--- src/pgta_pkg.sv ---
// Shared constants, types and register codes of the paired gauge thickness averager.
package pgta_pkg;

	// Block dimensions
	localparam int CHANNELS   = 5;
	localparam int MAX_WINDOW = 64;
	localparam int NUM_BASE   = 5;

	// Field widths
	localparam int CH_W   = 3;
	localparam int DIST_W = 20;
	localparam int BASE_W = 21;
	localparam int OFS_W  = 21;
	localparam int WLEN_W = 7;
	localparam int CUR_W  = 23;
	localparam int AVG_W  = 22;

	// Derived widths of the per-channel ring state
	localparam int WP_W      = (MAX_WINDOW > 1) ? $clog2(MAX_WINDOW) : 1;
	localparam int CNT_W     = $clog2(MAX_WINDOW + 1);
	localparam int SUM_W     = AVG_W + CNT_W;
	localparam int DCNT_W    = $clog2(SUM_W);
	localparam int MEM_DEPTH = CHANNELS * MAX_WINDOW;
	localparam int ADDR_W    = $clog2(MEM_DEPTH);

	// Front to back queue
	localparam int QDEPTH = 2;
	localparam int QPTR_W = (QDEPTH > 1) ? $clog2(QDEPTH) : 1;
	localparam int QCNT_W = $clog2(QDEPTH + 1);

	// Configuration port
	localparam int APB_DW  = 32;
	localparam int PADDR_W = 5;
	localparam int REGI_W  = PADDR_W - 2;

	localparam logic [REGI_W-1:0] REG_ENABLE    = 3'd0;
	localparam logic [REGI_W-1:0] REG_WLEN      = 3'd1;
	localparam logic [REGI_W-1:0] REG_OFFSET    = 3'd2;
	localparam logic [REGI_W-1:0] REG_BASE0     = 3'd3;
	localparam logic [REGI_W-1:0] REG_BASE_LAST = 3'd7;

	localparam logic [NUM_BASE-1:0] ENABLE_RST = 5'd31;
	localparam logic [WLEN_W-1:0]   WLEN_RST   = 7'd16;

	typedef logic [NUM_BASE-1:0][BASE_W-1:0] base_arr_t;

	// Configuration as seen by the datapath
	typedef struct packed {
		logic [NUM_BASE-1:0]     enable;
		logic [WLEN_W-1:0]       window_len;
		logic signed [OFS_W-1:0] offset;
		base_arr_t               base;
	} pgta_cfg_t;

	// Classified item handed from front to back
	typedef struct packed {
		logic [CH_W-1:0]         ch;
		logic signed [CUR_W-1:0] cur;
		logic                    en;
		logic                    fault;
	} pgta_item_t;

	// Finished result
	typedef struct packed {
		logic [CH_W-1:0]         ch;
		logic [AVG_W-1:0]        avg;
		logic signed [CUR_W-1:0] cur;
		logic                    off;
		logic                    fault;
	} pgta_res_t;

endpackage

--- src/pgta_front.sv ---
// Front end: accepts readings, drops unknown channels, forms the thickness value.
module pgta_front (
	input  logic                  clk,
	input  logic                  arst_n,
	input  pgta_pkg::pgta_cfg_t   cfg,
	input  logic                  in_valid,
	output logic                  in_ready,
	input  logic [pgta_pkg::CH_W-1:0]   in_ch,
	input  logic [pgta_pkg::DIST_W-1:0] in_top,
	input  logic [pgta_pkg::DIST_W-1:0] in_bot,
	output logic                  push,
	input  logic                  push_ready,
	output pgta_pkg::pgta_item_t  push_item
);
	import pgta_pkg::*;

	logic                    valid_s1;
	logic [CH_W-1:0]         ch_s1;
	logic signed [CUR_W-1:0] diff_s1;
	logic [DIST_W-1:0]       bot_s1;
	logic                    en_s1;
	logic                    fault_s1;

	logic                    accept;
	logic                    in_range;
	logic                    en;
	logic [BASE_W-1:0]       base_sel;
	logic signed [CUR_W-1:0] raw;
	logic signed [CUR_W-1:0] ofs_ext;

	// Handshake
	assign in_ready = !valid_s1 || push_ready;
	assign accept   = in_valid && in_ready;
	assign in_range = (int'(in_ch) < CHANNELS);
	assign push     = valid_s1;

	// Channel lookup
	always_comb begin
		en       = 1'b0;
		base_sel = '0;
		if (int'(in_ch) < NUM_BASE) begin
			en       = cfg.enable[in_ch];
			base_sel = cfg.base[in_ch];
		end
	end

	always_ff @(posedge clk or negedge arst_n) begin
		if (!arst_n) begin
			valid_s1 <= 1'b0;
		end else if (accept && in_range) begin
			valid_s1 <= 1'b1;
		end else if (push && push_ready) begin
			valid_s1 <= 1'b0;
		end
	end

	// First half of the subtraction
	always_ff @(posedge clk) begin
		if (accept && in_range) begin
			ch_s1    <= in_ch;
			diff_s1  <= $signed({{(CUR_W-BASE_W){1'b0}}, base_sel})
				- $signed({{(CUR_W-DIST_W){1'b0}}, in_top});
			bot_s1   <= in_bot;
			en_s1    <= en;
			fault_s1 <= en && ((in_top == '0) || (in_bot == '0));
		end
	end

	// Second half, offset applied only to a nonzero thickness
	assign raw     = diff_s1 - $signed({{(CUR_W-DIST_W){1'b0}}, bot_s1});
	assign ofs_ext = CUR_W'(cfg.offset);

	always_comb begin
		push_item.ch    = ch_s1;
		push_item.en    = en_s1;
		push_item.fault = fault_s1;
		if (!en_s1) begin
			push_item.cur = '1;
		end else if (fault_s1 || (raw == '0)) begin
			push_item.cur = '0;
		end else begin
			push_item.cur = raw + ofs_ext;
		end
	end

endmodule

--- config.mk ---
export PLATFORM = sky130hd
export DESIGN_NAME = pgta_front
export DESIGN_NICKNAME = d
export VERILOG_FILES = /design/src/pgta_pkg.sv /design/src/pgta_front.sv
export SDC_FILE = /design/constraint.sdc
export NUM_CORES = 1
export LEC_CHECK = 0
export ABC_AREA = 0
export BUFFER_PORTS_ARGS = -buffer_cell sky130_fd_sc_hd__clkbuf_2
export CORE_ASPECT_RATIO = 1.2
export CORE_MARGIN = 4
export CORE_UTILIZATION = 23
export CTS_CLUSTER_SIZE = 24
export DETAILED_ROUTE_END_ITERATION = 7
export GPL_TIMING_DRIVEN = 0
export SKIP_LAST_GASP = 1
export SYNTH_ARGS = -nofsm -noshare
export SYNTH_HDL_FRONTEND = slang
export SYNTH_SLANG_ARGS = --single-unit
--- constraint.sdc ---
create_clock -name clk -period 8.99 [get_ports clk]
set_clock_uncertainty 0.15 [all_clocks]
set_input_delay 0 -clock clk [delete_from_list [all_inputs] [get_ports clk]]
set_output_delay 0 -clock clk [all_outputs]
set_load 0.1 [all_outputs]
; ---- Yosys cells after proc, flatten, opt, wreduce, memory -nomap -nowiden
; Cells that the tools add are included.
[word_totals]
register_bits = 49
in_bits = 185
output_inout_bits = 30
wordCells = 33
[classes]
addsub = 3
n_lt_le_gt_ge = 2
muxes = 10
reduce_logical = 12
[op_table]
columns = op, count
row1 = binary-select mux 21 bit (select 3 bit), 1
row2 = two-way mux 23 bit, 2
row3 = two-way mux 21 bit, 2
row4 = zero test 20 bit, 2
row5 = adder 23 x 21 -> 23 bit, 1
row6 = zero test 23 bit, 1
row7 = subtractor 23 x 21 -> 23 bit, 1
row8 = subtractor 21 x 20 -> 22 bit, 1
row9 = logical AND 1 bit, 4
row10 = < comparator 3 x 4 -> 1 bit (second input constant), 1
row11 = two-way mux 1 bit, 4
row12 = binary-select mux 1 bit (select 3 bit), 1
row13 = logical OR 1 bit, 3
row14 = < comparator 3 bit (second input constant), 1
row15 = nonzero test 2 bit, 1
row16 = zero test 1 bit, 1

; ---- Depth between registers and ports, before layout
; Gate-level depths: netlist of run 1.
[logic_depth]
ltp_word = 5
ltp_mapped = 20
ltp_nobuf = 20

; ---- Worst setup path before layout of run 1
; No wires, ideal clock.
[synth_path]
kind = register to output
start = reg diff_s1[7]
end = out push_item[23] (netlist name)
t_arrival_ps = 5398
required_time_ps = 8840
setup_slack_ps = 3442
stages_incl_launch_ff = 17
n_path_buf = 0
cell_sequence = edfxtp_1 > ha_1 > a21o_1 > or3_1 > or3_2 > a311oi_1 > nor2_1 > ha_1 > a21oi_1 > o22ai_1 > a311o_1 > a21o_1 > and3_1 > o31a_1 > a221oi_1 > xor2_1 > a21oi_1
[synth_lines]
columns = item, line
row1 = start: declaration, pgta_front.sv:19  ; logic signed [CUR_W-1:0] diff_s1;
row2 = start signal: assignment, pgta_front.sv:61  ; diff_s1 <= $signed({{(CUR_W-BASE_W){1'b0}}, base_sel})
row3 = end: declaration, pgta_front.sv:13  ; output pgta_pkg::pgta_item_t push_item

==> results.json, run 1 <==
{
  "synth_compound_area_share_pct": 21.7,
  "setup.worst_path.class": "flop to output pin",
  "reg2reg_from": "push$_DFFE_PN0P_",
  "fin_crit_sh_pct": 60.2,
  "netlist_area_sq_um": 5540,
  "yosys.area_share.simple_pct": 14.2,
  "chipWidth_um": 150,
  "yosys.area_share.adder_pct": 15.3,
  "status": "finished clean",
  "port_buffers": 207,
  "avgSynthCellArea_sq_um": 9.30,
  "finalSetupTns_ns": 0,
  "globalRouteTotalUtil_pct": 13.4,
  "clk_pin_slew_worst_paths_ns": 0.07,
  "routedWlPerCell_um": 15.6,
  "drt_wl_total_mm": 18.1,
  "crit_chain": "inv_1 -> ha_1 -> fa_1 -> nor2b_4 -> o2111a_1 -> or3_2 -> a311oi_1 -> nor2_1 -> ha_1 -> a21oi_1 -> o22ai_1 -> a311o_1 -> a21o_1 -> and3_1 -> o31a_1 -> a221oi_1 -> xor2_1 -> a21oi_1 -> clkbuf_2",
  "p_leak_uw": 0.00353,
  "antenna_found_initial": 0,
  "cap_violations": 0,
  "cts.sinks": 48,
  "arrival_ns": 5.26,
  "seq_area_frac_synth_pct": 25.9,
  "rsz0062_at_grt": "no",
  "grt_pass1_wl_mm": 27.9,
  "fp.coreArea_sq_um": 23400,
  "worst-r2r-cell-count": 3,
  "finalSetupViolCount": 0,
  "drive_above_1_share_pct": 30.6,
  "synth_top_family_by_area": "compound AO/OA/AOI/OAI gates",
  "synth_cell_types": 60,
  "synth_ff_type": "edfxtp_1",
  "crit_start": "diff_s1[0]$_DFFE_PP_",
  "dp_cells": 1119,
  "syn_inst": 596,
  "slowest_stage": "or3_2",
  "final_cells": 1157,
  "post_cts_resized": 0,
  "clk_latency_ns": 0.28,
  "yosys_warnings": 0,
  "core.rowCount": 61,
  "drtIter0Drc": 109,
  "syn_to_final_growth_pct": 34.7,
  "root_buffer": "clkbuf_16",
  "cts.path.max_buffers": 2,
  "cts_tree": "done",
  "power-per-cell-area_nw_per_um2": 185,
  "cp-start-kind": "flop",
  "hold_class": "input pin to flop",
  "max_stage_delay_ns": 0.49,
  "ir_worst_vdd_v": 0.0000761,
  "place.gp.congestion": 0.840,
  "start_util_pct": 23.7,
  "hold_ws_ns": 0.0823,
  "final_nets": 1092,
  "synth_xor_area_share_pct": 8.21,
  "reg2reg_to": "diff_s1[1]$_DFFE_PP_",
  "r2r_setup_slack_ns": 7.45,
  "drtPass1Iterations": 4,
  "synth_edf_count": 47,
  "max_freq_mhz": 185,
  "report.final.hold_viol_count": 0,
  "grt_overflow_total": 0,
  "numCtsBuffers": 5,
  "n_antenna_cell": 0,
  "layout_min_cycle_time_ns": 5.41,
  "crit_path_end": "push_item[23]",
  "cts-htree-levels": 2,
  "ys_async_sr_fraction_pct": 2.08,
  "dp_hpwl_mm": 16.0,
  "final_antenna_net_count": 0,
  "grt_max_degree": 44,
  "grt_pass1_vias": 5598,
  "dieArea_sq_um": 26700,
  "drv_slew": 0,
  "synth.ff_latch_count": 48,
  "muxShareOfSynthArea_pct": 8.91,
  "relSlewSlack_pct": 45.8,
  "cp.required_ns": 8.84,
  "critPathCaptureType": "output pin",
  "dpl_worst_slack_ns": 3.88,
  "viasPerCell": 4.65,
  "dieHeight_um": 178,
  "num_vias": 5385,
  "drc": 0,
  "crit_fanout": 5,
  "fin_ws_ns": 3.58,
  "nFillCells": 2472,
  "tightest_slew_ns": 0.813,
  "synth_nets": 847,
  "pin_count": 215
}
==> metal layers <==
metal	part of all wire [%]	vias to the layer above	track usage [%]
li1	-	2733	-
met1	41	2419	15.1
met2	51	210	25.6
met3	5.9	23	2.01
met4	2.5	0	4.16
met5	0	-	0
==> flip-flops by register name, summed over array words and instances (netlist names) <==
name and flops:
bot_s1 20, ch_s1 3, diff_s1 22, en_s1 1, fault_s1 1, push 1
==> logic make-up after synthesis <==
family	after synthesis
buffers and inverters	78
xor gates and xnor gates	52
AOI/OAI and AO/OA	179
DFF	48
and+or+nand+nor	150
adders and majority gates	66
muxes	23
==> worst min-delay path by stage <==
stage                   start               endpoint  slack [ns]  cells past startpoint
finish              in_top[1]   diff_s1[1]$_DFFE_PP_        0.08                      3
global route         cfg[104]  diff_s1[20]$_DFFE_PP_        0.13                      3
CTS                 in_top[6]   diff_s1[6]$_DFFE_PP_        0.09                      4
detailed placement     arst_n       push$_DFFE_PN0P_       -0.37                      1
global placement       arst_n       push$_DFFE_PN0P_       -0.37                      1
floorplan              arst_n       push$_DFFE_PN0P_       -0.45                      0
==> area by class of cell <==
class                      instances  area [sq um]  share of cell area [%]
timing repair buffer             238          1360                    18.2
tap                              315           394                    5.28
buffer                            19          93.8                    1.26
sequential                        48          1440                    19.2
inverter                          59           221                    2.97
clock buffer                       5           125                    1.68
clock inverter                     3          47.5                   0.637
multi-input combinational        470          3790                    50.8
==> cells in the final DEF, fill, tap and decap left out, drive strengths merged, types with 11 or more instances in the layout <==
master       Yosys  final
clkbuf          11    223
a21oi           66     66
ha              63     63
inv             59     59
edfxtp          47     47
nand2           35     35
dlygate4sd3      0     30
xnor2           27     27
xor2            25     25
nor2            24     24
mux4            21     21
a22o            20     20
a21o            18     18
o21ai           17     17
nand3           14     14
nor3            13     13
nor4            12     12
and3            11     11
==> synthesized netlist by cell type (14+ instances only) <==
cell | count | area, sq um
a21o_1 | 18 | 135
a21oi_1 | 65 | 325
a22o_1 | 20 | 175
edfxtp_1 | 47 | 1410
ha_1 | 63 | 788
inv_1 | 59 | 221
mux4_2 | 21 | 473
nand2_1 | 35 | 131
nand3_1 | 14 | 70.1
nor2_1 | 24 | 90.1
o21ai_0 | 17 | 85.1
xnor2_1 | 27 | 236
xor2_1 | 25 | 219
==> through the flow <==
| stage | util (%) | total power, uW | instance area, sq um |
|---|---|---|---|
| 3_3_place_gp | 29.8 | 1160 | 6970 |
| 2_1_floorplan | - | 984 | 5540 |
| 3_5_place_dp | 29.9 | 1170 | 7000 |
| 5_1_grt | 31.9 | 1480 | 7470 |
| 6_report | 31.9 | 1380 | 7470 |
| 4_1_cts | 31.9 | 1390 | 7470 |
==> power breakdown <==
group / switching [uW] / total (uW) / internal (uW)
sequential: 7.84 / 281 / 273
clock: 78.7 / 211 / 132
combinational: 593 / 888 / 296
total: 679 / 1380 / 701
==> critical path: cells and delay by family (launching register included) <==
kind,cells,cell delay [ns]
buffers and inverters,2,0.55
adders and majority gates,3,0.82
and+or+nand+nor,4,0.86
DFF,1,0.36
AOI/OAI and AO/OA,9,2.24
xor gates and xnor gates,1,0.11
==> what timing repair did <==
action	4_1_cts	5_1_grt
buffers inserted	0	0
endpoints found under the hold margin	27	0
hold buffers	30	0
Power figures use the tool's default switching activity.
==> run 2: changes to the inputs <==
==> constraint.sdc (replaced) <==
create_clock -name clk -period 4.35 [get_ports clk]
set_clock_uncertainty 0.15 [all_clocks]
set_input_delay 0 -clock clk [delete_from_list [all_inputs] [get_ports clk]]
set_output_delay 0 -clock clk [all_outputs]
set_load 0.1 [all_outputs]
==> run 2 against run 1 <==
The run now ends with negative setup slack left. Final area is 18% higher. Global-route usage is 0.83 points higher. Wire length is 8.8% higher. Utilization is 5.7 points higher. Clock power is 100% higher. Die area stayed put. Critical endpoint unchanged. Largest power group unchanged. Highest routed layer unchanged.
==> results.json, run 2 (synthesis gave the netlist of run 1 again) <==
{
  "p_leak_uw": 0.00401,
  "antenna_found_initial": 0,
  "largest_register_ffs": 22,
  "hold_depth": 2,
  "critPathCaptureType": "output pin",
  "port_buffers": 207,
  "r2r_setup_slack_ns": 2.59,
  "num_vias": 5628,
  "max_stage_delay_ns": 0.40,
  "final_common_cell": "clkbuf_2",
  "hold_class": "input pin to flop",
  "grt_pass1_wl_mm": 29.7,
  "fin_ws_ns": -0.293,
  "reg2reg_from": "push$_DFFE_PN0P_",
  "drv_slew": 0,
  "grt_max_degree": 27,
  "final_nets": 1128,
  "hold_ws_ns": 0.0103,
  "dp_cells": 1119,
  "cp.required_ns": 4.20,
  "crit_chain": "inv_2 -> ha_4 -> a21o_1 -> or3_1 -> or3_4 -> a311oi_2 -> nor2_2 -> ha_4 -> a21oi_4 -> o22ai_2 -> a311o_1 -> a21o_1 -> and3_4 -> o31a_1 -> a221oi_2 -> xor2_1 -> a21oi_4 -> clkbuf_16",
  "dieHeight_um": 178,
  "numCtsBuffers": 5,
  "clk_latency_ns": 0.28,
  "tightest_slew_ns": 1.17,
  "failed_checks": "negative setup slack",
  "critPathTopFamily": "compound AO/OA/AOI/OAI gates",
  "finalSetupViolCount": 22,
  "drtIter0Drc": 106,
  "rsz0062_at_grt": "yes",
  "status": "finished, violations left",
  "start_util_pct": 23.7,
  "ir_worst_vdd_v": 0.000218,
  "cp-start-kind": "flop",
  "arrival_ns": 4.49,
  "final_antenna_net_count": 0,
  "fp.coreArea_sq_um": 23400,
  "core.rowCount": 61,
  "cts.sinks": 48,
  "chipWidth_um": 150,
  "finalSetupTns_ns": -2.78,
  "dp_hpwl_mm": 16.3,
  "grt_pass1_vias": 5824,
  "layout_min_cycle_time_ns": 4.64,
  "report.final.hold_viol_count": 0,
  "reg2reg_to": "bot_s1[0]$_DFFE_PP_",
  "multi_input_area_sq_um": 4450,
  "routedWlPerCell_um": 16.5,
  "p_total_uw": 3590,
  "min_to": "en_s1$_DFFE_PP_",
  "seqCellArea_sq_um": 1440,
  "clk_pin_slew_worst_paths_ns": 0.06,
  "largest_register": "diff_s1",
  "dieArea_sq_um": 26700,
  "grt_overflow_total": 0,
  "n_antenna_cell": 0,
  "fin_crit_sh_pct": 107,
  "syn_to_final_growth_pct": 58.8,
  "top_regs": "diff_s1: 22 flops, bot_s1: 20 flops, ch_s1: 3 flops",
  "globalRouteTotalUtil_pct": 14.2,
  "final_cells": 1193,
  "drtPass1Iterations": 4,
  "worst-r2r-cell-count": 3,
  "max_freq_mhz": 215,
  "cts-htree-levels": 2,
  "cts_tree": "done",
  "path_buf_inv": 2,
  "power-per-cell-area_nw_per_um2": 407,
  "min_from": "cfg[137]",
  "cts.path.max_buffers": 2,
  "drive_above_1_share_pct": 44.2,
  "crit_start": "bot_s1[7]$_DFFE_PP_",
  "place.gp.congestion": 0.842,
  "cap_violations": 0,
  "viasPerCell": 4.72,
  "relSlewSlack_pct": 22.3,
  "drt_wl_total_mm": 19.7,
  "mostFrequentLayoutCells": "187 x clkbuf_2, 56 x inv_1, 49 x ha_1",
  "setup.worst_path.class": "flop to output pin",
  "pin_count": 215,
  "crit_fanout": 5,
  "drc": 0,
  "nFillCells": 2360,
  "slowest_stage": "or3_4",
  "root_buffer": "clkbuf_16"
}
run 2: changes by cell type in the layout (fill, tap and decap cells not counted), moves of 6 or more:
cell       delta
buf_4        +37
clkbuf_16     +7
o21ai_0       -6
ha_4         +11
clkbuf_1      -6
ha_1         -14
a21oi_4      +19
buf_12       +11
clkbuf_2     -20
buf_8         +6
a21oi_2       +9
a21oi_1      -28
run 2: repair_timing:
action	CTS	global route
endpoints found under the setup margin	26	25
hold buffers	26	0
endpoints found under the hold margin	24	0
gates resized for setup	119	79
pin swaps	37	42
buffers inserted	29	15
gates cloned	2	0
run 2: worst max path at each step:
stage / depth (start not counted) / to
finish: 18 / push_item[23]
global route: 17 / push_item[23]
CTS: 18 / push_item[23]
detailed placement: 17 / push_item[23]
global placement: 17 / push_item[23]
floorplan: 18 / push_item[23]
run 2: routing by layer:
metal | GRT usage, % | share of wire (%) | vias up
li1 | - | - | 2801
met1 | 15.8 | 38 | 2610
met2 | 27.9 | 55 | 198
met3 | 1.37 | 4.8 | 19
met4 | 4.84 | 2.5 | 0
met5 | 0 | 0 | -
run 2: layout make-up:
cell class	instances	share of cell area [%]
well taps	315	4.48
inverters	59	2.51
multi-input cells	470	50.5
plain buffers	15	0.952
clock inverters	3	0.426
clock buffers	5	1.42
flip-flops and latches	48	16.3
repair buffers	278	23.4
run 2: per-stage QoR:
stage	utilization [%]	setup WS, ns	instance area (sq um)
2_1_floorplan	-	-0.250	5650
3_3_place_gp	30.2	-0.714	7080
3_5_place_dp	30.3	-0.724	7110
4_1_cts	36.0	-0.364	8430
5_1_grt	37.6	-0.536	8810
6_report	37.6	-0.293	8810
run 2: power breakdown:
part	switching, uW	total, uW	leakage, uW	internal [uW]
combinational	1480	2580	0.00348	1100
clock	155	422	0.0000789	267
sequential	18.8	584	0.000453	565
