File: config.mk
export PLATFORM = sky130hd
export DESIGN_NAME = pgta_queue
export DESIGN_NICKNAME = d
export VERILOG_FILES = /design/src/pgta_pkg.sv /design/src/pgta_queue.sv
export SDC_FILE = /design/constraint.sdc
export NUM_CORES = 1
export LEC_CHECK = 0
export ABC_AREA = 1
export BUFFER_PORTS_ARGS = -buffer_cell sky130_fd_sc_hd__buf_2
export CAP_MARGIN = 10
export CORE_MARGIN = 2
export CORE_UTILIZATION = 35
export CTS_CLUSTER_SIZE = 30
export DETAILED_ROUTE_END_ITERATION = 16
export PLACE_DENSITY_LB_ADDON = 0.2
export SETUP_SLACK_MARGIN = 0.05
export SLEW_MARGIN = 10
export SYNTH_ARGS = -nofsm -noshare
export SYNTH_HDL_FRONTEND = slang
export SYNTH_SLANG_ARGS = --single-unit
File: constraint.sdc
create_clock -name clk -period 2.26 [get_ports clk]
set_input_delay 0.226 -clock clk [delete_from_list [all_inputs] [get_ports clk]]
set_output_delay 0.226 -clock clk [all_outputs]
set_load 0.1 [all_outputs]
File: src/pgta_pkg.sv
// Shared constants, types and register codes of the paired gauge thickness averager.
package pgta_pkg;

	// Block dimensions
	localparam int CHANNELS   = 5;
	localparam int MAX_WINDOW = 64;
	localparam int NUM_BASE   = 5;

	// Field widths
	localparam int CH_W   = 3;
	localparam int DIST_W = 20;
	localparam int BASE_W = 21;
	localparam int OFS_W  = 21;
	localparam int WLEN_W = 7;
	localparam int CUR_W  = 23;
	localparam int AVG_W  = 22;

	// Derived widths of the per-channel ring state
	localparam int WP_W      = (MAX_WINDOW > 1) ? $clog2(MAX_WINDOW) : 1;
	localparam int CNT_W     = $clog2(MAX_WINDOW + 1);
	localparam int SUM_W     = AVG_W + CNT_W;
	localparam int DCNT_W    = $clog2(SUM_W);
	localparam int MEM_DEPTH = CHANNELS * MAX_WINDOW;
	localparam int ADDR_W    = $clog2(MEM_DEPTH);

	// Front to back queue
	localparam int QDEPTH = 2;
	localparam int QPTR_W = (QDEPTH > 1) ? $clog2(QDEPTH) : 1;
	localparam int QCNT_W = $clog2(QDEPTH + 1);

	// Configuration port
	localparam int APB_DW  = 32;
	localparam int PADDR_W = 5;
	localparam int REGI_W  = PADDR_W - 2;

	localparam logic [REGI_W-1:0] REG_ENABLE    = 3'd0;
	localparam logic [REGI_W-1:0] REG_WLEN      = 3'd1;
	localparam logic [REGI_W-1:0] REG_OFFSET    = 3'd2;
	localparam logic [REGI_W-1:0] REG_BASE0     = 3'd3;
	localparam logic [REGI_W-1:0] REG_BASE_LAST = 3'd7;

	localparam logic [NUM_BASE-1:0] ENABLE_RST = 5'd31;
	localparam logic [WLEN_W-1:0]   WLEN_RST   = 7'd16;

	typedef logic [NUM_BASE-1:0][BASE_W-1:0] base_arr_t;

	// Configuration as seen by the datapath
	typedef struct packed {
		logic [NUM_BASE-1:0]     enable;
		logic [WLEN_W-1:0]       window_len;
		logic signed [OFS_W-1:0] offset;
		base_arr_t               base;
	} pgta_cfg_t;

	// Classified item handed from front to back
	typedef struct packed {
		logic [CH_W-1:0]         ch;
		logic signed [CUR_W-1:0] cur;
		logic                    en;
		logic                    fault;
	} pgta_item_t;

	// Finished result
	typedef struct packed {
		logic [CH_W-1:0]         ch;
		logic [AVG_W-1:0]        avg;
		logic signed [CUR_W-1:0] cur;
		logic                    off;
		logic                    fault;
	} pgta_res_t;

endpackage

File: src/pgta_queue.sv
// Short FIFO that decouples the front end from the averaging back end.
module pgta_queue (
	input  logic                 clk,
	input  logic                 arst_n,
	input  logic                 push,
	output logic                 push_ready,
	input  pgta_pkg::pgta_item_t push_item,
	output logic                 head_valid,
	input  logic                 pop,
	output pgta_pkg::pgta_item_t head_item
);
	import pgta_pkg::*;

	pgta_item_t        slot_q [QDEPTH];
	logic [QPTR_W-1:0] wr_q;
	logic [QPTR_W-1:0] rd_q;
	logic [QCNT_W-1:0] cnt_q;
	logic              do_push;
	logic              do_pop;

	assign push_ready = (int'(cnt_q) < QDEPTH);
	assign head_valid = (cnt_q != '0);
	assign head_item  = slot_q[rd_q];
	assign do_push    = push && push_ready;
	assign do_pop     = pop && head_valid;

	// Pointers and fill level
	always_ff @(posedge clk or negedge arst_n) begin
		if (!arst_n) begin
			wr_q  <= '0;
			rd_q  <= '0;
			cnt_q <= '0;
		end else begin
			if (do_push) begin
				wr_q <= (int'(wr_q) == QDEPTH - 1) ? '0 : wr_q + 1'b1;
			end
			if (do_pop) begin
				rd_q <= (int'(rd_q) == QDEPTH - 1) ? '0 : rd_q + 1'b1;
			end
			if (do_push && !do_pop) begin
				cnt_q <= cnt_q + 1'b1;
			end else if (do_pop && !do_push) begin
				cnt_q <= cnt_q - 1'b1;
			end
		end
	end

	// Storage
	always_ff @(posedge clk) begin
		if (do_push) begin
			slot_q[wr_q] <= push_item;
		end
	end

endmodule

Yosys cells after proc, flatten, opt, wreduce, memory -nomap -nowiden
Memories as Yosys holds them, arrays and structs flattened. Index checks and enable logic that the tools add are counted.

Bits in registers: 4. Memory bits (writable): 56. Input port bits: 32. Output and inout port bits: 30. Memories: 1.

Memories: slot_q (words 2, bits a word 28, rd ports 1, clocked after Yosys merged registers in 0, wr ports 1, RTL line pgta_queue.sv:14) `pgta_item_t slot_q [QDEPTH];`.

Add/subtract/negate cells: 4. Order comparisons: 1. Muxes and demuxes: 6. Reduce and logical (&&, ||, !) cells: 8.

Operators with widths (number): 1-bit logical AND (4); 1-bit 2-to-1 mux (4); 2-bit 2-to-1 mux (2); 2-bit nonzero test (2); 1-bit adder, second input constant (2); 2-bit by 1-bit adder with 2-bit output, second input constant (1); 1-bit zero test (2); 2-bit less-than comparator, second input constant (1); 2-bit by 1-bit subtractor with 2-bit output, second input constant (1).

Depth between registers and ports, before layout
Gate-level depths: netlist of the first run.

Word-level depth: 6. Gate-level depth with buffers: 9. Gate-level depth less buffers: 9.

Worst setup path after synthesis of the first run
No wires, ideal clock.

Path type: register to register. Start point: register cnt_q[1]. End point: memory slot_q[0][0] (netlist name), enable pin. Arrival time: 2493 ps. Data required time: 1847 ps. Setup slack: -646 ps. Cell stages (with the launch flop): 4. Period minus slack after synthesis: 2906 ps. Path through: dfrtp_1 inv_1 nand2_1 nor2_1.

Word-level cells in the longest chain between the ends: 4.

RTL lines: from (decl) (RTL line pgta_queue.sv:17) `logic [QCNT_W-1:0] cnt_q;`; from (signal assigned) (RTL line pgta_queue.sv:41) `cnt_q <= cnt_q + 1'b1;`; from (signal assigned) (RTL line pgta_queue.sv:43) `cnt_q <= cnt_q - 1'b1;`; 2-bit less-than comparator (RTL line pgta_queue.sv:21) `assign push_ready = (int'(cnt_q) < QDEPTH);`; net push_ready (RTL line pgta_queue.sv:6) `output logic push_ready,`; 1-bit logical AND (RTL line pgta_queue.sv:24) `assign do_push = push && push_ready;`; 1-bit 2-to-1 mux (RTL line pgta_queue.sv:50) `if (do_push) begin`; 1-bit 2-to-1 mux (not written as such) (RTL line pgta_queue.sv:51) `slot_q[wr_q] <= push_item;`; to (decl) (RTL line pgta_queue.sv:14).

The timed path passes the listed nets, and every way through them passes these cells.

==> results of run 1 <==
==> synthesized netlist by cell type <==
library cell,n,share of area (%)
sky130_fd_sc_hd__buf_2,2,0.44
sky130_fd_sc_hd__buf_4,2,0.66
sky130_fd_sc_hd__buf_6,2,1.0
sky130_fd_sc_hd__dfrtp_1,4,4.4
sky130_fd_sc_hd__edfxtp_1,56,74
sky130_fd_sc_hd__ha_1,1,0.55
sky130_fd_sc_hd__inv_1,6,1.0
sky130_fd_sc_hd__inv_2,1,0.17
sky130_fd_sc_hd__nand2_1,93,15
sky130_fd_sc_hd__nand3_1,2,0.44
sky130_fd_sc_hd__nand4_1,1,0.28
sky130_fd_sc_hd__nor2_1,2,0.33
sky130_fd_sc_hd__xnor2_1,1,0.39
sky130_fd_sc_hd__xor2_1,1,0.39
==> kinds of logic after synthesis <==
| group | Yosys count | share of synthesized area, % |
|---|---|---|
| and+or+nand+nor | 98 | 16.5 |
| buffers and inverters | 13 | 3.27 |
| adders and majority gates | 1 | 0.554 |
| xor gates and xnor gates | 2 | 0.776 |
| DFF | 60 | 78.9 |
==> per-stage QoR <==
| stage | instance area (sq um) | utilization, % | hold slack (ns) |
|---|---|---|---|
| floorplan | 2280 | - | -0.0696 |
| global placement | 2680 | 42.6 | 0.0406 |
| detailed placement | 2680 | 42.6 | 0.0445 |
| CTS | 2850 | 45.3 | 0.0662 |
| global route | 2850 | 45.3 | 0.0667 |
| finish | 2850 | 45.3 | 0.0848 |
==> registers in the layout, indices dropped and copies added (netlist names) <==
signal  flops
rd_q        1
cnt_q       2
slot_q     56
wr_q        1
==> final timing paths <==
check / slack, ns / end / depth (start not counted) / from
max: 0.33 / head_item[6] / 4 / rd_q
min: 0.08 / slot_q[1][5] / 1 / push_item[5]
max reg2reg: 0.71 / cnt_q[1] / 8 / cnt_q[1]
min reg2reg: 0.51 / cnt_q[0] / 1 / cnt_q[0]
max in group asynchronous: 1.89 / rd_q / 2 / arst_n
min in group asynchronous: 0.24 / cnt_q[1] / 2 / arst_n
==> placed cells by master, fill, tap and decap left out <==
master,count
sky130_fd_sc_hd__edfxtp_1,56
sky130_fd_sc_hd__nand3_1,2
sky130_fd_sc_hd__inv_2,1
sky130_fd_sc_hd__nand4_1,1
sky130_fd_sc_hd__clkinvlp_4,1
sky130_fd_sc_hd__nand2_4,1
sky130_fd_sc_hd__inv_1,5
sky130_fd_sc_hd__xnor2_1,1
sky130_fd_sc_hd__clkbuf_1,6
sky130_fd_sc_hd__ha_1,1
sky130_fd_sc_hd__nor2_4,2
sky130_fd_sc_hd__xor2_1,1
sky130_fd_sc_hd__dfrtp_1,4
sky130_fd_sc_hd__dlygate4sd3_1,1
sky130_fd_sc_hd__nand2_1,92
sky130_fd_sc_hd__clkbuf_8,10
sky130_fd_sc_hd__buf_2,61
sky130_fd_sc_hd__buf_4,5
==> layout make-up <==
class | instances | area (sq um)
clock buffers | 16 | 160
inverters | 7 | 30.0
flip-flops and latches | 60 | 1780
fillers | 591 | 3430
multi-input cells | 101 | 425
well taps | 77 | 96.3
repair buffers | 67 | 353
==> critical path, stage by stage (launching register included) <==
cell,delay [ns]
sky130_fd_sc_hd__dfrtp_1,0.38
sky130_fd_sc_hd__inv_2,0.39
sky130_fd_sc_hd__nand2_1,0.09
sky130_fd_sc_hd__nand2_1,0.09
sky130_fd_sc_hd__buf_2,0.42
==> what timing repair did <==
| action | 4_1_cts | 5_1_grt |
|---|---|---|
| setup buffers | 0 | 0 |
| hold buffers | 1 | 0 |
| hold endpoints to repair | 4 | 0 |
==> layer usage <==
layer | up-vias | track usage [%] | share of wire, %
met4 | 0 | 7.36 | 1.5
met5 | - | 0 | 0
met3 | 6 | 3.74 | 5.6
met2 | 41 | 20.9 | 50
met1 | 631 | 14.0 | 43
li1 | 720 | - | -
==> implementation parameters, run 1 <==
Parameter                              Value

Global route
  Aggregate global routing overflow ... 0
  Global-route usage over all layers ... 12.4%
  Number of global-route vias before repair ... 1414
  Number of antenna violations at the first check in global routing ... 0
  Maximum number of pins on one net before global-route repair ... 30
  Wire length of the first global-routing pass ... 6580 um

Clock network
  Clock transition time at the flip-flop clock pins of the worst setup and hold paths ... 0.06 ns
  CTS H-Tree Depth ... 3
  Inserted Clock Buffers ... 9
  Clock Root Buffer ... sky130_fd_sc_hd__clkbuf_8
  Number of resized instances in the post-cts repair step ... 0
  Clock latency on the worst-skew pair ... 0.33 ns
  TritonCTS clock tree ... built
  Maximum buffer depth of the clock tree ... 2
  Total number of clock tree sinks ... 60

Timing
  Setup skew after layout ... 0.00612 ns
  Actual transition at the worst max-transition pin ... 0.514 ns
  Slew Limit Headroom ... 65.7%
  Max-slew violation count ... 0
  Setup slack after layout ... 0.333 ns
  Shortest period the worst path allows ... 1.93 ns
  Final worst-path cycle share ... 85.3%
  Setup-violating endpoint count in the final report ... 0
  Top achievable clock speed ... 519 MHz
  Setup repair after global routing missed its margin ... no
  Summed negative setup slack over all endpoints ... 0 ns
  Final hold viol count ... 0

Cells and area
  Number of nets in the final layout ... 279
  Antenna diodes ... 0
  Layout area overhead ... 26.0%
  Fin cells ... 328
  Share of final-layout standard cells stronger than drive strength 1 ... 32.3%

Logic synthesis
  Total of warnings raised by yosys ... 0
  Mapped Nets ... 207
  Count of mapped cells out of synthesis ... 174
  Count of cell types in the netlist ... 14
  Avg Inst Size Synth ... 13.0 sq um
  Mapped cell area ... 2260 sq um
  Register bit total from synthesis ... 60
  Sequential share of the synthesized area ... 78.9%

Die
  Height of the chip ... 84.3 um
  Area of the die ... 7110 sq um
  Starting density of the core ... 36.0%
  Site row count ... 29
  Io pins ... 62
  Placeable core region ... 6280 sq um
  Die W ... 84.3 um

Placed design
  HPWL after detailed placement ... 2650 um
  IO Port Bufs ... 61
  Cell Count Post-Placement ... 311
  Pre-CTS setup slack ... 0.630 ns
  Weighted congestion at the end of routability-driven global placement ... 0.713

Worst hold path
  Worst hold path class ... input port to flip-flop

Detailed routing
  Vias/cell ... 4.26
  Violation count after the first detailed-routing iteration ... 46
  Number of optimization iterations in the first detailed-route pass ... 4
  Count of vias placed by the detailed router ... 1398
  Total Wirelength ... 4060 um
  Drc violations ... 0
  Wirelength per Cell ... 12.4 um
  Antenna-violating nets left ... 0

Critical path
  Worst Path Class, Setup ... flip-flop to primary output
  Startpoint type of the worst setup path ... flip-flop
  Worst Setup End Kind ... primary output
  Critical Path AT ... 1.70 ns
  Required time at the endpoint of the critical path ... 2.03 ns
  Max Fanout on Critical Path ... 29

Flow run
  # Max-Cap Violations ... 0

Run status
  Run status ... complete, no violations
Power of run 1 is not shown: default switching activity piles up to over one toggle a cycle in this logic, so the estimate is an artifact.
==> run 2, diff against run 1 <==
--- a/config.mk
+++ b/config.mk
@@ -8,7 +8,7 @@
 export ABC_AREA = 1
 export BUFFER_PORTS_ARGS = -buffer_cell sky130_fd_sc_hd__buf_2
 export CAP_MARGIN = 10
-export CORE_MARGIN = 2
+export CORE_MARGIN = 4
 export CORE_UTILIZATION = 35
 export CTS_CLUSTER_SIZE = 30
 export DETAILED_ROUTE_END_ITERATION = 16
==> run 2 against run 1 <==
Against the previous run:
- utilization down 0.28 points
- register-to-register slack got worse by 0.03 ns
- maximum frequency decreased by 2.8%
- via count decreased by 1.9%
- flip-flop and latch count unchanged
- cell count is 0.91% lower
- routed wire length grew 0.64%
- critical path type unchanged
==> implementation parameters, run 2 (synthesis gave the netlist of run 1 again) <==
Parameter                              Value

Critical path
  Worst Path Class, Setup ... flip-flop to primary output
  Max Fanout on Critical Path ... 29 (unchanged)
  Startpoint type of the worst setup path ... flip-flop
  R2R depth ... 4 (-4)
  R2r endpoint ... slot_q[1][5]
  Startpoint of the worst setup timing path ... rd_q
  Category of cells accounting for the largest share of critical-path delay ... buffers and inverters
  Most frequent CP cell ... sky130_fd_sc_hd__nand2_1
  Depth of the critical timing path with buffers and inverters included ... 4 (unchanged)
  Flop2flop setup slack ... 0.68 ns (-0.03 ns)
  Library cell contributing the largest single delay on the critical path ... sky130_fd_sc_hd__buf_2
  Worst Setup End Kind ... primary output
  CP endpoint ... head_item[0]
  Required time at the endpoint of the critical path ... 2.03 ns (about the same)
  Critical path buffers and inverters ... 2 (unchanged)
  Worst path max stage delay ... 0.42 ns (about the same)
  Cell breakdown of the critical path ... inv_2, nand2_1, nand2_1, buf_2
  Critical Path AT ... 1.76 ns (+0.06 ns)
  Launch instance of the worst register-to-register path ... cnt_q[1]

Detailed routing
  Drc violations ... 0 (unchanged)
  Wirelength per Cell ... 12.6 um (+1.6%)
  Vias/cell ... 4.22 (-0.95%)
  Antenna-violating nets left ... 0 (unchanged)
  Number of optimization iterations in the first detailed-route pass ... 4 (unchanged)
  Count of vias placed by the detailed router ... 1372 (-1.9%)
  Total Wirelength ... 4090 um (+0.64%)
  Violation count after the first detailed-routing iteration ... 58 (+26%)

Timing
  Top achievable clock speed ... 505 MHz (-2.8%)
  Setup skew after layout ... 0.00260 ns (-0.00352 ns)
  Setup repair after global routing missed its margin ... no
  Slew Limit Headroom ... 64.3% (-1.4 points)
  Setup-violating endpoint count in the final report ... 0 (unchanged)
  Final hold viol count ... 0 (unchanged)
  Setup slack after layout ... 0.278 ns (-0.0552 ns)
  Shortest period the worst path allows ... 1.98 ns (+0.0552 ns)
  Actual transition at the worst max-transition pin ... 0.534 ns (+0.0203 ns)
  Final worst-path cycle share ... 87.7% (+2.4 points)
  Max-slew violation count ... 0 (unchanged)
  Summed negative setup slack over all endpoints ... 0 ns (unchanged)

Cells and area
  Seq. cell area ... 1780 sq um (unchanged)
  Share of final-layout standard cells stronger than drive strength 1 ... 32.3% (about the same)
  Largest register FFs ... 56 (unchanged)
  Number of nets in the final layout ... 277 (-0.72%)
  Fin cells ... 325 (-0.91%)
  Final design utilization ... 45.1% (-0.28 points)
  Most common cell after layout, fill and taps aside ... sky130_fd_sc_hd__nand2_1
  Layout area overhead ... 26.0% (about the same)
  Most frequent cells in the layout ... sky130_fd_sc_hd__nand2_1, sky130_fd_sc_hd__buf_2, sky130_fd_sc_hd__edfxtp_1, sky130_fd_sc_hd__clkbuf_8, sky130_fd_sc_hd__inv_1
  Reg with most FFs ... slot_q
  Largest registers in the final layout ... slot_q x56, cnt_q x2
  Antenna diodes ... 0 (unchanged)
  Multi-input logic area ... 425 sq um (unchanged)
  Count of filler cells inserted in the layout ... 593 (+0.34%)

Die
  Io pins ... 62 (unchanged)
  Height of the chip ... 88.3 um (+4.7%)
  Site row count ... 29 (unchanged)
  Area of the die ... 7800 sq um (+9.7%)
  Die W ... 88.3 um (+4.7%)
  Starting density of the core ... 35.8% (-0.21 points)
  Placeable core region ... 6310 sq um (+0.58%)

Placed design
  IO Port Bufs ... 61 (unchanged)
  Weighted congestion at the end of routability-driven global placement ... 0.712 (-0.18%)
  Cell Count Post-Placement ... 309 (-0.64%)
  Pre-CTS setup slack ... 0.606 ns (-0.0241 ns)
  HPWL after detailed placement ... 2760 um (+4.0%)

Global route
  Number of antenna violations at the first check in global routing ... 0 (unchanged)
  Number of global-route vias before repair ... 1359 (-3.9%)
  Aggregate global routing overflow ... 0 (unchanged)
  Maximum number of pins on one net before global-route repair ... 30 (unchanged)
  Global-route usage over all layers ... 11.5% (-0.90 points)
  Wire length of the first global-routing pass ... 6490 um (-1.3%)

Clock network
  Clock latency on the worst-skew pair ... 0.32 ns (about the same)
  Clock Root Buffer ... sky130_fd_sc_hd__clkbuf_8
  Number of resized instances in the post-cts repair step ... 0 (unchanged)
  Clock transition time at the flip-flop clock pins of the worst setup and hold paths ... 0.06 ns (about the same)
  Post-CTS Hold Buffers ... 1 (unchanged)
  Inserted Clock Buffers ... 9 (unchanged)
  Postcts setup bufs ... 0 (unchanged)
  Total number of clock tree sinks ... 60 (unchanged)
  CTS H-Tree Depth ... 3 (unchanged)
  Maximum buffer depth of the clock tree ... 2 (unchanged)
  TritonCTS clock tree ... built

Run status
  Run status ... complete, no violations

Worst hold path
  Number of cells on the worst hold path ... 1 (unchanged)
  Worst hold path class ... input port to flip-flop

Flow run
  # Max-Cap Violations ... 0 (unchanged)
run 2: cell types whose count changed in the layout (fill, tap and decap cells not counted), sizes merged:
| cell | delta |
|---|---|
| buf | -2 |
| clkinv | +4 |
| clkbuf | -5 |
run 2: worst min-delay path by stage:
stage	startpoint	to	slack [ns]
global placement	arst_n	cnt_q[0]	0.04
finish	push_item[6]	slot_q[0][6]	0.09
floorplan	arst_n	cnt_q[0]	-0.07
detailed placement	arst_n	cnt_q[0]	0.04
global route	push_item[12]	slot_q[0][12]	0.07
CTS	push_item[8]	slot_q[0][8]	0.08
run 2: layout make-up:
type                       instances  area share, %
inverter                           7           1.06
clock inverter                     4          0.616
timing repair buffer              65           12.8
tap                               77           3.39
clock buffer                      11           4.62
multi-input combinational        101           15.0
sequential                        60           62.6
run 2: routing by layer:
metal,track usage (%),vias up,share of wire [%]
met2,17.9,50,46
met1,14.3,602,46
li1,-,714,-
met4,6.18,0,1.1
met5,0,-,0
met3,3.91,6,7.3
run 2: through the flow:
step                hold WS [ns]  cell area (sq um)
finish                    0.0923               2850
global route              0.0687               2850
CTS                       0.0778               2850
detailed placement        0.0406               2690
global placement          0.0414               2690
floorplan                -0.0696               2280
Power of run 2 is left out for the same reason.
==> run 3, diff against run 2 <==
--- a/config.mk
+++ b/config.mk
@@ -9,7 +9,8 @@
 export BUFFER_PORTS_ARGS = -buffer_cell sky130_fd_sc_hd__buf_2
 export CAP_MARGIN = 10
 export CORE_MARGIN = 4
-export CORE_UTILIZATION = 35
+export CORE_UTILIZATION = 46
+export CTS_CLUSTER_DIAMETER = 60
 export CTS_CLUSTER_SIZE = 30
 export DETAILED_ROUTE_END_ITERATION = 16
 export PLACE_DENSITY_LB_ADDON = 0.2
==> run 3 against run 2 <==
Against the previous run:
- sequential share of layout area increased by 0.30 points
- non-clock buffer count rose by 1
- routed wire length fell by 2.0%
- cell count fell by 2.5%
- worst setup slack better by 0.042 ns
- clock-buffer cell count grew 2
- worst hold slack got worse by 0.011 ns
==> implementation parameters, run 3 (synthesis gave the netlist of run 1 again) <==
Parameter                              Value

Worst hold path
  Startpoint of the worst hold path ... push_item[0]
  Number of cells on the worst hold path ... 1 (unchanged)
  Worst Hold End ... slot_q[1][0]
  Worst hold path class ... input port to flip-flop

Detailed routing
  Drc violations ... 0 (unchanged)
  Wirelength per Cell ... 12.6 um (+0.47%)
  Number of optimization iterations in the first detailed-route pass ... 4 (unchanged)
  Vias/cell ... 4.47 (+5.9%)
  Count of vias placed by the detailed router ... 1417 (+3.3%)
  Violation count after the first detailed-routing iteration ... 70 (+21%)
  Total Wirelength ... 4010 um (-2.0%)
  Antenna-violating nets left ... 0 (unchanged)

Placed design
  Weighted congestion at the end of routability-driven global placement ... 0.739 (+3.8%)
  HPWL after detailed placement ... 2510 um (-8.9%)
  IO Port Bufs ... 61 (unchanged)

Cells and area
  Seq. cell area ... 1780 sq um (unchanged)
  Antenna diodes ... 0 (unchanged)
  Most frequent cells in the layout ... sky130_fd_sc_hd__nand2_1, sky130_fd_sc_hd__buf_2, sky130_fd_sc_hd__edfxtp_1, sky130_fd_sc_hd__clkbuf_8, sky130_fd_sc_hd__inv_1
  Share of final-layout standard cells stronger than drive strength 1 ... 32.4% (+0.14 points)
  Number of nets in the final layout ... 278 (+0.36%)
  Layout area overhead ... 25.4%
  Multi-input logic area ... 425 sq um (unchanged)
  Most common cell after layout, fill and taps aside ... sky130_fd_sc_hd__nand2_1
  Reg with most FFs ... slot_q
  Count of filler cells inserted in the layout ... 390 (-34%)
  Largest registers in the final layout ... slot_q x56, cnt_q x2
  Largest register FFs ... 56 (unchanged)

Timing
  Actual transition at the worst max-transition pin ... 0.487 ns (-0.0468 ns)
  Setup-violating endpoint count in the final report ... 0 (unchanged)
  Final worst-path cycle share ... 85.8% (-1.9 points)
  Setup skew after layout ... 0.00647 ns (+0.00387 ns)
  Top achievable clock speed ... 516 MHz (+2.2%)
  Shortest period the worst path allows ... 1.94 ns (-0.0423 ns)
  Setup repair after global routing missed its margin ... no
  Final hold viol count ... 0 (unchanged)
  Slew Limit Headroom ... 67.5% (+3.1 points)
  Summed negative setup slack over all endpoints ... 0 ns (unchanged)
  Max-slew violation count ... 0 (unchanged)

Critical path
  Required time at the endpoint of the critical path ... 2.03 ns (about the same)
  Critical Path AT ... 1.71 ns (-0.05 ns)
  Worst Path Class, Setup ... flip-flop to primary output
  Max Fanout on Critical Path ... 29 (unchanged)
  Library cell contributing the largest single delay on the critical path ... sky130_fd_sc_hd__buf_2
  Critical path buffers and inverters ... 2 (unchanged)
  R2R depth ... 4 (unchanged)
  R2r endpoint ... slot_q[0][5]
  Worst path max stage delay ... 0.42 ns (about the same)
  Flop2flop setup slack ... 0.67 ns (about the same)
  Cell breakdown of the critical path ... inv_2, nand2_1, nand2_1, buf_2
  Launch instance of the worst register-to-register path ... cnt_q[1]
  Category of cells accounting for the largest share of critical-path delay ... buffers and inverters
  Startpoint type of the worst setup path ... flip-flop
  Worst Setup End Kind ... primary output
  Most frequent CP cell ... sky130_fd_sc_hd__nand2_1

Clock network
  Maximum buffer depth of the clock tree ... 2 (unchanged)
  Postcts setup bufs ... 0 (unchanged)
  TritonCTS clock tree ... built
  Inserted Clock Buffers ... 9 (unchanged)
  Clock transition time at the flip-flop clock pins of the worst setup and hold paths ... 0.06 ns (about the same)
  CTS H-Tree Depth ... 3 (unchanged)
  Clock latency on the worst-skew pair ... 0.33 ns (about the same)
  Clock Root Buffer ... sky130_fd_sc_hd__clkbuf_8
  Number of resized instances in the post-cts repair step ... 0 (unchanged)
  Total number of clock tree sinks ... 60 (unchanged)

Global route
  Number of global-route vias before repair ... 1429 (+5.2%)
  Global-route usage over all layers ... 14.4% (+2.8 points)
  Aggregate global routing overflow ... 0 (unchanged)
  Wire length of the first global-routing pass ... 6380 um (-1.8%)
  Maximum number of pins on one net before global-route repair ... 30 (unchanged)
  Number of antenna violations at the first check in global routing ... 0 (unchanged)

Run status
  Run status ... complete, no violations

Die
  Die W ... 78.1 um (-12%)
  Starting density of the core ... 47.5% (+12 points)
  Area of the die ... 6090 sq um (-22%)
  Io pins ... 62 (unchanged)
  Site row count ... 25 (-14%)
  Height of the chip ... 78.1 um (-12%)
  Placeable core region ... 4750 sq um (-25%)

Flow run
  # Max-Cap Violations ... 0 (unchanged)
-- run 3: changes by cell type in the layout (fill, tap and decap cells not counted), sizes merged --
cell    before  now
clkbuf      11   13
buf         64   65
clkinv       4    3
-- run 3: worst max-delay path by stage --
stage              from            end  slack [ns]  cells past startpoint
2_1_floorplan  cnt_q[1]       cnt_q[1]        0.18                      8
3_3_place_gp       rd_q   head_item[0]        0.67                      4
3_5_place_dp   cnt_q[1]  slot_q[0][21]        0.65                      4
4_1_cts            rd_q  head_item[10]        0.28                      4
5_1_grt            rd_q  head_item[20]        0.13                      4
6_report           rd_q  head_item[12]        0.32                      4
-- run 3: timing repair --
item / 4_1_cts / 5_1_grt
endpoints found under the hold margin: 4 / 0
setup endpoints to repair: 0 / 0
hold buffers: 1 / 0
-- run 3: layer usage --
layer	vias to the layer above	track usage [%]	share of wire (%)
met2	44	23.7	48
met4	0	10.5	2.8
li1	722	-	-
met5	-	0	0
met1	642	14.9	41
met3	9	5.50	7.6
-- run 3: final cells by class --
| cell class | instances | area share (%) |
|---|---|---|
| clock buffers | 13 | 4.90 |
| multi-input cells | 101 | 15.0 |
| clock inverters | 3 | 0.486 |
| repair buffers | 66 | 12.6 |
| flip-flops and latches | 60 | 62.9 |
| well taps | 67 | 2.96 |
| inverters | 7 | 1.06 |
-- run 3: stage by stage --
step	hold slack (ns)	setup slack, ns	std cells	instance area (sq um)	utilization (%)
after floorplan	-0.0696	0.178	174	2280	-
after global placement	0.0392	0.670	300	2670	56.1
after detailed placement	0.0372	0.654	300	2670	56.1
after CTS	0.0700	0.284	317	2830	59.6
after global routing	0.0568	0.130	317	2830	59.6
final	0.0816	0.320	317	2830	59.6
Power of run 3 is left out for the same reason.
